File: src/rtl/core/mdcp_pkg.sv
// ----------------------------------------------------------------------------
// mdcp_pkg
// shared widths, register indexes and constants of the cruise drive controller
// ----------------------------------------------------------------------------
package mdcp_pkg;

    localparam int DRIVE_BITS  = 12;
    localparam int SAMPLE_BITS = 10;

    localparam int SPEED_BITS  = 6;
    localparam int PROP_BITS   = 12;
    localparam int INTEG_BITS  = 8;
    localparam int BASE_BITS   = 12;
    localparam int THR_BITS    = 10;
    localparam int SUM_BITS    = 16;
    localparam int ERR_BITS    = SPEED_BITS + 1;

    localparam int ACC_W       = 26;
    localparam int DIFF_W      = (SAMPLE_BITS > THR_BITS ? SAMPLE_BITS : THR_BITS) + 1;
    localparam int REM_W       = THR_BITS + 1;
    localparam int CNT_MAX     = DRIVE_BITS > PROP_BITS ? DRIVE_BITS : PROP_BITS;
    localparam int CNT_W       = $clog2(CNT_MAX + 1);

    localparam int IN_W        = ((2 + 2 * SPEED_BITS + SAMPLE_BITS + 7) / 8) * 8;
    localparam int OUT_W       = ((DRIVE_BITS + 3 + 7) / 8) * 8;

    localparam int CFG_IDX_W   = 3;
    localparam int CFG_DATA_W  = 12;

    localparam logic [CFG_IDX_W-1:0] REG_PROP_GAIN  = 3'd0;
    localparam logic [CFG_IDX_W-1:0] REG_INTEG_GAIN = 3'd1;
    localparam logic [CFG_IDX_W-1:0] REG_BASE_DRIVE = 3'd2;
    localparam logic [CFG_IDX_W-1:0] REG_START_SPD  = 3'd3;
    localparam logic [CFG_IDX_W-1:0] REG_UPPER_SPD  = 3'd4;
    localparam logic [CFG_IDX_W-1:0] REG_THR_OFFSET = 3'd5;
    localparam logic [CFG_IDX_W-1:0] REG_THR_SPAN   = 3'd6;

    localparam logic [PROP_BITS-1:0]  PROP_GAIN_RST  = 12'd400;
    localparam logic [INTEG_BITS-1:0] INTEG_GAIN_RST = 8'd5;
    localparam logic [BASE_BITS-1:0]  BASE_DRIVE_RST = 12'd2000;
    localparam logic [SPEED_BITS-1:0] START_SPD_RST  = 6'd5;
    localparam logic [SPEED_BITS-1:0] UPPER_SPD_RST  = 6'd32;
    localparam logic [THR_BITS-1:0]   THR_OFFSET_RST = 10'd130;
    localparam logic [THR_BITS-1:0]   THR_SPAN_RST   = 10'd528;

    localparam logic signed [ACC_W-1:0] SUM_LIMIT  = ACC_W'(32767);
    localparam logic signed [ACC_W-1:0] DRIVE_MAX  = ACC_W'((1 << DRIVE_BITS) - 1);

    typedef logic [DRIVE_BITS-1:0] drive_t;

endpackage

File: src/rtl/core/motor_drive_cruise_pi.sv
// ----------------------------------------------------------------------------
// motor_drive_cruise_pi
// electric bike motor drive controller with throttle mapping and pi cruise
// ----------------------------------------------------------------------------
// sequence: brake, start-up, hold and end-of-range throttle ticks go straight to
//   the result; other throttle ticks run the restoring divider, and a pi tick runs
//   the integrator step, 12 + 8 shift-add steps and the clamp
// flow: the next transaction is taken only once the result is issued to the
//   output register; the issued result waits there until it is taken
// reset: synchronous aresetn clears state and handshakes, loads register defaults
// ----------------------------------------------------------------------------
module motor_drive_cruise_pi
    import mdcp_pkg::*;
(
    input  logic                  aclk,
    input  logic                  aresetn,
    // brake_on, ride_enabled, cruise_target, speed_now, throttle_sample
    input  logic [IN_W-1:0]       s_tdata,
    input  logic                  s_tvalid,
    output logic                  s_tready,
    // drive_level, drive_written, brake_lamp, cruise_cancel
    output logic [OUT_W-1:0]      m_tdata,
    output logic                  m_tvalid,
    input  logic                  m_tready,
    input  logic                  cfg_valid,
    output logic                  cfg_ready,
    input  logic [CFG_IDX_W-1:0]  cfg_index,
    input  logic [CFG_DATA_W-1:0] cfg_data
);

    localparam logic [2:0] ST_IDLE  = 3'd0;
    localparam logic [2:0] ST_INTEG = 3'd1;
    localparam logic [2:0] ST_MULP  = 3'd2;
    localparam logic [2:0] ST_MULI  = 3'd3;
    localparam logic [2:0] ST_DIV   = 3'd4;
    localparam logic [2:0] ST_DRV   = 3'd5;
    localparam logic [2:0] ST_DONE  = 3'd6;

    // configuration registers
    logic [PROP_BITS-1:0]  prop_gain_reg;
    logic [INTEG_BITS-1:0] integ_gain_reg;
    logic [BASE_BITS-1:0]  base_drive_reg;
    logic [SPEED_BITS-1:0] start_speed_reg;
    logic [SPEED_BITS-1:0] upper_speed_reg;
    logic [THR_BITS-1:0]   thr_offset_reg;
    logic [THR_BITS-1:0]   thr_span_reg;

    // controller state
    logic signed [SUM_BITS-1:0] error_sum_reg;
    drive_t                     last_drive_reg;

    // sequencer
    logic [2:0]                 state_reg;
    logic [CNT_W-1:0]           cnt_reg;
    logic signed [ACC_W-1:0]    acc_reg;
    logic signed [ACC_W-1:0]    mcand_reg;
    logic [PROP_BITS-1:0]       mplier_reg;
    logic [REM_W-1:0]           rem_reg;
    drive_t                     quot_reg;
    logic signed [ERR_BITS-1:0] err_reg;
    logic                       win_reg;

    // pending result
    drive_t                     res_drive_reg;
    logic                       res_written_reg;
    logic                       res_lamp_reg;
    logic                       res_cancel_reg;

    // output register
    logic [OUT_W-1:0]           m_tdata_reg;
    logic                       m_tvalid_reg;

    // input fields
    logic                       in_brake;
    logic                       in_enabled;
    logic [SPEED_BITS-1:0]      in_target;
    logic [SPEED_BITS-1:0]      in_speed;
    logic [SAMPLE_BITS-1:0]     in_sample;

    logic                       in_accept;
    logic signed [DIFF_W-1:0]   diff;
    logic [THR_BITS-1:0]        span_eff;
    logic [SPEED_BITS+2:0]      speed_x5;
    logic [SPEED_BITS+2:0]      target_x6;
    logic [SPEED_BITS+2:0]      target_x4;
    drive_t                     base_sat;

    // shared adder
    logic signed [ACC_W-1:0]    add_a;
    logic signed [ACC_W-1:0]    add_b;
    logic signed [ACC_W-1:0]    add_sum;
    logic signed [SUM_BITS-1:0] sum_sat;

    assign in_brake   = s_tdata[0];
    assign in_enabled = s_tdata[1];
    assign in_target  = s_tdata[2 +: SPEED_BITS];
    assign in_speed   = s_tdata[2 + SPEED_BITS +: SPEED_BITS];
    assign in_sample  = s_tdata[2 + 2 * SPEED_BITS +: SAMPLE_BITS];

    assign s_tready  = (state_reg == ST_IDLE);
    assign in_accept = s_tvalid && s_tready;
    assign cfg_ready = 1'b1;
    assign m_tvalid  = m_tvalid_reg;
    assign m_tdata   = m_tdata_reg;

    assign diff      = signed'(DIFF_W'(in_sample)) - signed'(DIFF_W'(thr_offset_reg));
    assign span_eff  = (thr_span_reg == '0) ? THR_BITS'(1) : thr_span_reg;
    assign speed_x5  = (SPEED_BITS + 3)'(in_speed) * (SPEED_BITS + 3)'(5);
    assign target_x6 = (SPEED_BITS + 3)'(in_target) * (SPEED_BITS + 3)'(6);
    assign target_x4 = (SPEED_BITS + 3)'(in_target) * (SPEED_BITS + 3)'(4);
    assign base_sat  = (ACC_W'(base_drive_reg) > DRIVE_MAX) ? DRIVE_BITS'(DRIVE_MAX)
                                                            : DRIVE_BITS'(base_drive_reg);

    always_comb begin
        add_a = '0;
        add_b = '0;
        unique case (state_reg)
            ST_INTEG: begin
                add_a = ACC_W'(error_sum_reg);
                add_b = ACC_W'(err_reg);
            end
            ST_MULP, ST_MULI: begin
                add_a = acc_reg;
                add_b = mplier_reg[0] ? mcand_reg : '0;
            end
            ST_DIV: begin
                add_a = signed'(ACC_W'({rem_reg[REM_W-2:0], 1'b0}));
                add_b = -signed'(ACC_W'(span_eff));
            end
            default: begin
                add_a = '0;
                add_b = '0;
            end
        endcase
    end

    assign add_sum = add_a + add_b;

    always_comb begin
        priority if (add_sum > SUM_LIMIT) begin
            sum_sat = SUM_BITS'(SUM_LIMIT);
        end else if (add_sum < -SUM_LIMIT) begin
            sum_sat = SUM_BITS'(-SUM_LIMIT);
        end else begin
            sum_sat = add_sum[SUM_BITS-1:0];
        end
    end

    // configuration writes
    always_ff @(posedge aclk) begin
        if (!aresetn) begin
            prop_gain_reg   <= PROP_GAIN_RST;
            integ_gain_reg  <= INTEG_GAIN_RST;
            base_drive_reg  <= BASE_DRIVE_RST;
            start_speed_reg <= START_SPD_RST;
            upper_speed_reg <= UPPER_SPD_RST;
            thr_offset_reg  <= THR_OFFSET_RST;
            thr_span_reg    <= THR_SPAN_RST;
        end else if (cfg_valid && cfg_ready) begin
            unique case (cfg_index)
                REG_PROP_GAIN:  prop_gain_reg   <= cfg_data[PROP_BITS-1:0];
                REG_INTEG_GAIN: integ_gain_reg  <= cfg_data[INTEG_BITS-1:0];
                REG_BASE_DRIVE: base_drive_reg  <= cfg_data[BASE_BITS-1:0];
                REG_START_SPD:  start_speed_reg <= cfg_data[SPEED_BITS-1:0];
                REG_UPPER_SPD:  upper_speed_reg <= cfg_data[SPEED_BITS-1:0];
                REG_THR_OFFSET: thr_offset_reg  <= cfg_data[THR_BITS-1:0];
                REG_THR_SPAN:   thr_span_reg    <= cfg_data[THR_BITS-1:0];
                default: ;
            endcase
        end
    end

    // sequencer
    always_ff @(posedge aclk) begin
        if (!aresetn) begin
            state_reg       <= ST_IDLE;
            error_sum_reg   <= '0;
            last_drive_reg  <= '0;
            m_tvalid_reg    <= 1'b0;
            cnt_reg         <= '0;
            res_written_reg <= 1'b0;
            res_lamp_reg    <= 1'b0;
            res_cancel_reg  <= 1'b0;
        end else begin
            if (m_tvalid_reg && m_tready && state_reg != ST_DONE) begin
                m_tvalid_reg <= 1'b0;
            end
            unique case (state_reg)
                ST_IDLE: begin
                    if (in_accept) begin
                        res_written_reg <= 1'b1;
                        res_lamp_reg    <= 1'b0;
                        res_cancel_reg  <= 1'b0;
                        priority if (in_brake || !in_enabled) begin
                            res_drive_reg  <= '0;
                            res_lamp_reg   <= 1'b1;
                            res_cancel_reg <= 1'b1;
                            state_reg      <= ST_DONE;
                        end else if (in_target == '0) begin
                            priority if (diff <= 0) begin
                                res_drive_reg <= '0;
                                state_reg     <= ST_DONE;
                            end else if (diff >= signed'(DIFF_W'(span_eff))) begin
                                res_drive_reg <= DRIVE_BITS'(DRIVE_MAX);
                                state_reg     <= ST_DONE;
                            end else begin
                                rem_reg   <= REM_W'(diff);
                                quot_reg  <= '0;
                                cnt_reg   <= CNT_W'(DRIVE_BITS);
                                state_reg <= ST_DIV;
                            end
                        end else if (in_speed < start_speed_reg) begin
                            res_drive_reg <= base_sat;
                            state_reg     <= ST_DONE;
                        end else if (in_speed < upper_speed_reg) begin
                            err_reg   <= signed'(ERR_BITS'(in_target)) -
                                         signed'(ERR_BITS'(in_speed));
                            win_reg   <= (speed_x5 <= target_x6) && (speed_x5 >= target_x4);
                            state_reg <= ST_INTEG;
                        end else begin
                            res_drive_reg   <= last_drive_reg;
                            res_written_reg <= 1'b0;
                            state_reg       <= ST_DONE;
                        end
                    end
                end
                ST_INTEG: begin
                    error_sum_reg <= win_reg ? sum_sat : '0;
                    acc_reg       <= signed'(ACC_W'(base_drive_reg));
                    mcand_reg     <= ACC_W'(err_reg);
                    mplier_reg    <= prop_gain_reg;
                    cnt_reg       <= CNT_W'(PROP_BITS);
                    state_reg     <= ST_MULP;
                end
                ST_MULP: begin
                    acc_reg <= add_sum;
                    if (cnt_reg == CNT_W'(1)) begin
                        mcand_reg  <= ACC_W'(error_sum_reg);
                        mplier_reg <= PROP_BITS'(integ_gain_reg);
                        cnt_reg    <= CNT_W'(INTEG_BITS);
                        state_reg  <= ST_MULI;
                    end else begin
                        mcand_reg  <= mcand_reg <<< 1;
                        mplier_reg <= mplier_reg >> 1;
                        cnt_reg    <= cnt_reg - CNT_W'(1);
                    end
                end
                ST_MULI: begin
                    acc_reg    <= add_sum;
                    mcand_reg  <= mcand_reg <<< 1;
                    mplier_reg <= mplier_reg >> 1;
                    cnt_reg    <= cnt_reg - CNT_W'(1);
                    if (cnt_reg == CNT_W'(1)) begin
                        state_reg <= ST_DRV;
                    end
                end
                ST_DRV: begin
                    priority if (acc_reg < 0) begin
                        res_drive_reg <= '0;
                    end else if (acc_reg > DRIVE_MAX) begin
                        res_drive_reg <= DRIVE_BITS'(DRIVE_MAX);
                    end else begin
                        res_drive_reg <= acc_reg[DRIVE_BITS-1:0];
                    end
                    state_reg <= ST_DONE;
                end
                ST_DIV: begin
                    // restoring step, remainder stays below the span
                    if (add_sum >= 0) begin
                        rem_reg  <= add_sum[REM_W-1:0];
                        quot_reg <= {quot_reg[DRIVE_BITS-2:0], 1'b1};
                    end else begin
                        rem_reg  <= {rem_reg[REM_W-2:0], 1'b0};
                        quot_reg <= {quot_reg[DRIVE_BITS-2:0], 1'b0};
                    end
                    cnt_reg <= cnt_reg - CNT_W'(1);
                    if (cnt_reg == CNT_W'(1)) begin
                        res_drive_reg <= {quot_reg[DRIVE_BITS-2:0], add_sum >= 0};
                        state_reg     <= ST_DONE;
                    end
                end
                ST_DONE: begin
                    if (!m_tvalid_reg || m_tready) begin
                        m_tdata_reg    <= OUT_W'({res_cancel_reg, res_lamp_reg,
                                                  res_written_reg, res_drive_reg});
                        m_tvalid_reg   <= 1'b1;
                        last_drive_reg <= res_drive_reg;
                        state_reg      <= ST_IDLE;
                    end
                end
                default: begin
                    state_reg <= ST_IDLE;
                end
            endcase
        end
    end

endmodule

File: config.mk
export PLATFORM = sky130hd
export DESIGN_NAME = motor_drive_cruise_pi
export DESIGN_NICKNAME = d
export VERILOG_FILES = /design/src/rtl/core/mdcp_pkg.sv /design/src/rtl/core/motor_drive_cruise_pi.sv
export SDC_FILE = /design/constraint.sdc
export NUM_CORES = 1
export LEC_CHECK = 0
export BUFFER_PORTS_ARGS = -buffer_cell sky130_fd_sc_hd__buf_2
export CAP_MARGIN = 0
export CORE_ASPECT_RATIO = 0.75
export CORE_MARGIN = 10
export CORE_UTILIZATION = 55
export CTS_BUF_LIST = sky130_fd_sc_hd__clkbuf_8 sky130_fd_sc_hd__clkbuf_16
export DETAILED_ROUTE_END_ITERATION = 10
export GPL_ROUTABILITY_DRIVEN = 0
export PLACE_DENSITY = 0.73
export SYNTH_ARGS = -nofsm -noshare
export SYNTH_HDL_FRONTEND = slang
export SYNTH_SLANG_ARGS = --single-unit
File: constraint.sdc
create_clock -name aclk -period 10.2 [get_ports aclk]
set_input_delay 2.04 -clock aclk [delete_from_list [all_inputs] [get_ports aclk]]
set_output_delay 2.04 -clock aclk [all_outputs]
set_load 0.005 [all_outputs]
==> metrics.yaml <==
first_pass_grt_wire_length_mm: 60.2
vias: 11721
hold_ws_ns: 0.452
mappedNetlistArea_mm2: 0.0136
initial_utilization_pct: 56.3
synthArstFlopShare_pct: 0
cts_tree: "built"
final_nets: 1705
critical_path.reg2reg.endpoint: "error_sum_reg[12]$_SDFFE_PN0N_"
total_wire_length_after_detailed_routing_mm: 38.1
io_buffers: 60
groute.usage.overall_pct: 23.6
post_cts_resize_count: 0
maximum_net_fanout_on_the_critical_path: 27
max-slew-margin-rel_pct: 14.9
power_density_mw_per_mm2: 257
syn-num-nets: 1695
route.detailed.vias_per_inst: 6.14
detail_route.first_pass.iterations: 6
achievable-frequency_mhz: 176
area_growth_synth_to_finish_pct: 8.88
seq_area_frac_synth_pct: 41.4
worst_setup_path_end_kind: "flop"
finish.utilization_pct: 61.3
fillCellCount: 2094
crit_chain: "nor2_1 > nand2_1 > o21ai_0 > ha_1 > fa_1 > a211oi_1 > nor4_1 > a211oi_2 > o21ai_1 > xnor2_1 > nand3_1 > nor4b_1 > nand4b_1 > nand2b_1 > a221o_1"
clock_skew_ns: 0.0250
count_of_max_cap_constraint_violations: 0
post_route_cells_drive_above_1_share_pct: 8.94
postSynthRegisterBits: 221
post-route-cell-area_mm2: 0.0148
combPwrFrac_pct: 44.7
grt_max_degree: 79
floorplan.die_area_mm2: 0.0314
fin_worst_setup_slack_ns: 4.50
netSwitchingFraction_pct: 42.8
synth.top_cells.by_area: "edfxtp_1, dfxtp_1, ha_1"
dieWidth_um: 201
worst_setup_path_endpoint: "error_sum_reg[12]$_SDFFE_PN0N_"
num_io_pins: 63
tns_ns: 0
floorplan.core_area_mm2: 0.0241
total_leakage_power_nw: 6.05
worstMarginPinSlew_ns: 1.26
grt_pass1_vias: 11117
grt_setup_unrepaired: "false"
clock-root-buffer: "clkbuf_16"
synth_top_area_share_pct: 26.3
share_of_total_power_in_sequential_cells_pct: 33.2
number_of_buffers_added_by_the_clock_tree_synthesis_step: 23
most_numerous_cell_in_the_yosys_netlist: "nand2_1"
dieHeight_um: 156
status: "finished, final reports clean"
synth.largest_area_cell: "edfxtp_1"
synth-warning-count: 0
finalSetupViolations: 0
detail_route.iter0.violations: 1282
regToRegStartpoint: "state_reg[1]$_SDFFE_PN0P_"
cts_setup_buffers: 0
clock_tree.buffer_depth: 3
placedInstanceArea_mm2: 0.0140
number_of_enable_flip_flop_cells_after_synthesis: 119
worstSkewPairLatency_ns: 0.53
vdd_ir_drop_max_mv: 0.145
critical_path.slowest_cell: "dfxtp_1"
cpPeakStageDelay_ns: 0.93
route.detailed.wl_per_inst_um: 20.0
place.detailed.hpwl_mm: 27.5
power.clock.fraction_pct: 22.1
worst_ep_arrival_time_ns: 6.11
global_route.overflow_total: 0
placement_rows: 49
worstSetupStartpoint: "state_reg[1]$_SDFFE_PN0P_"
cts-hold-fix-buffers: 0
pre_cts_slack_ns: 4.41
ant_nets: 0
crit_type: "flop to flop"
antenna_cells_inserted: 0
worst_setup_hold_path_clk_slew_ns: 0.06
hold_path.class: "flop to flop"
period_share_pct: 55.9
internal-power_w: 0.00217
period_needed_ns: 5.70
cts.htree.levels: 1
ys.flop_type: "edfxtp_1"
worstPathRequired_ns: 10.62
worstSetupStartpointType: "flop"
most_frequent_cells_after_synthesis: "nand2_1, a21oi_1, edfxtp_1"
number_of_sinks_driven_by_the_clock_tree: 221
final_hold_violation_count: 0
post_synth.cell_area_avg_um2: 8.75
drc_errors: 0
p_switching_w: 0.00163
antenna_found_initial: 0
postSynthCellCount: 1550
final_max_tran_viols: 0
reg2regPathDepth: 15
timing.reg2reg.setup_slack_ns: 4.50
yosysUniqueCellTypes: 76
==> layout by cell type, fill, tap and decap left out, types with 5 or more instances in the layout <==
cell type / netlist / routed
nand2_1: 299 / 299
a21oi_1: 126 / 125
edfxtp_1: 119 / 119
dfxtp_1: 102 / 102
nor2_1: 96 / 96
ha_1: 96 / 96
inv_1: 71 / 76
o21ai_0: 69 / 69
buf_2: 6 / 60
a21o_1: 48 / 48
nand3_1: 39 / 38
a31oi_1: 32 / 32
nor2b_1: 31 / 30
xnor2_1: 29 / 29
nand2b_1: 24 / 24
clkbuf_16: 0 / 23
o21a_1: 22 / 22
nor3_1: 22 / 21
a22oi_1: 17 / 17
xor2_1: 17 / 17
mux2i_1: 17 / 17
a211oi_1: 16 / 16
and2_1: 15 / 15
and3_1: 14 / 14
buf_4: 3 / 13
nand4_1: 12 / 12
o211ai_1: 10 / 10
a221oi_2: 10 / 10
o21ai_1: 9 / 9
a22o_1: 6 / 6
nor4_1: 7 / 6
or3_1: 5 / 5
a221o_1: 5 / 5
o21bai_1: 5 / 5
fa_1: 5 / 5
==> worst min-delay path by stage <==
stage,startpoint,endpoint,cells after the start
CTS,res_cancel_reg$_SDFFE_PN0P_,m_tdata[13]$_DFFE_PP_,0
finish,res_drive_reg[9]$_DFFE_PP_,m_tdata[9]$_DFFE_PP_,0
floorplan,res_written_reg$_SDFFE_PN0P_,m_tdata[12]$_DFFE_PP_,0
global placement,res_cancel_reg$_SDFFE_PN0P_,m_tdata[13]$_DFFE_PP_,0
detailed placement,res_cancel_reg$_SDFFE_PN0P_,m_tdata[13]$_DFFE_PP_,0
global route,res_cancel_reg$_SDFFE_PN0P_,m_tdata[13]$_DFFE_PP_,0
==> cell families after synthesis <==
kind of cell | synth area share [%]
simple gates | 19.6
compound gates | 20.3
flops | 41.4
buf+inv | 4.84
fa+ha+maj | 9.59
xor+xnor | 2.97
mux | 1.25
other cells | 0.0554
==> per-stage QoR <==
step	instances	total power, W
2_1_floorplan	1550	0.00247
3_3_place_gp	1866	0.00288
3_5_place_dp	1866	0.00291
4_1_cts	1908	0.00375
5_1_grt	1908	0.00400
6_report	1908	0.00380
==> critical path, delay by kind of cell (launching register included) <==
family / cells / cell delay (ns)
simple gates: 7 / 1.84
compound gates: 5 / 1.70
flops: 1 / 0.93
fa+ha+maj: 2 / 0.80
xor+xnor: 1 / 0.29
==> power by group through the flow <==
stage / sequential (W) / clock (W) / combinational, W
floorplan: 0.00123 / 0 / 0.00124
global placement: 0.00127 / 0 / 0.00161
detailed placement: 0.00127 / 0 / 0.00163
CTS: 0.00125 / 0.000843 / 0.00165
global route: 0.00127 / 0.000883 / 0.00184
finish: 0.00126 / 0.000840 / 0.00170
==> area by class of cell <==
| type | count | area, um2 | area share, % |
|---|---|---|---|
| inverters | 72 | 270 | 1.83 |
| well taps | 331 | 414 | 2.80 |
| clock buffers | 27 | 631 | 4.27 |
| clock inverters | 15 | 116 | 0.788 |
| repair buffers | 73 | 398 | 2.69 |
| flip-flops and latches | 221 | 5620 | 38.0 |
| multi-input cells | 1169 | 7320 | 49.6 |
==> routing by layer <==
metal	wire [um]	track usage, %	vias up
li1	-	-	5533
met1	16500	31.6	5569
met2	16800	36.5	562
met3	4140	7.35	57
met4	704	5.57	0
met5	0	0	-
Note: power is estimated with default switching activity, not from simulation.
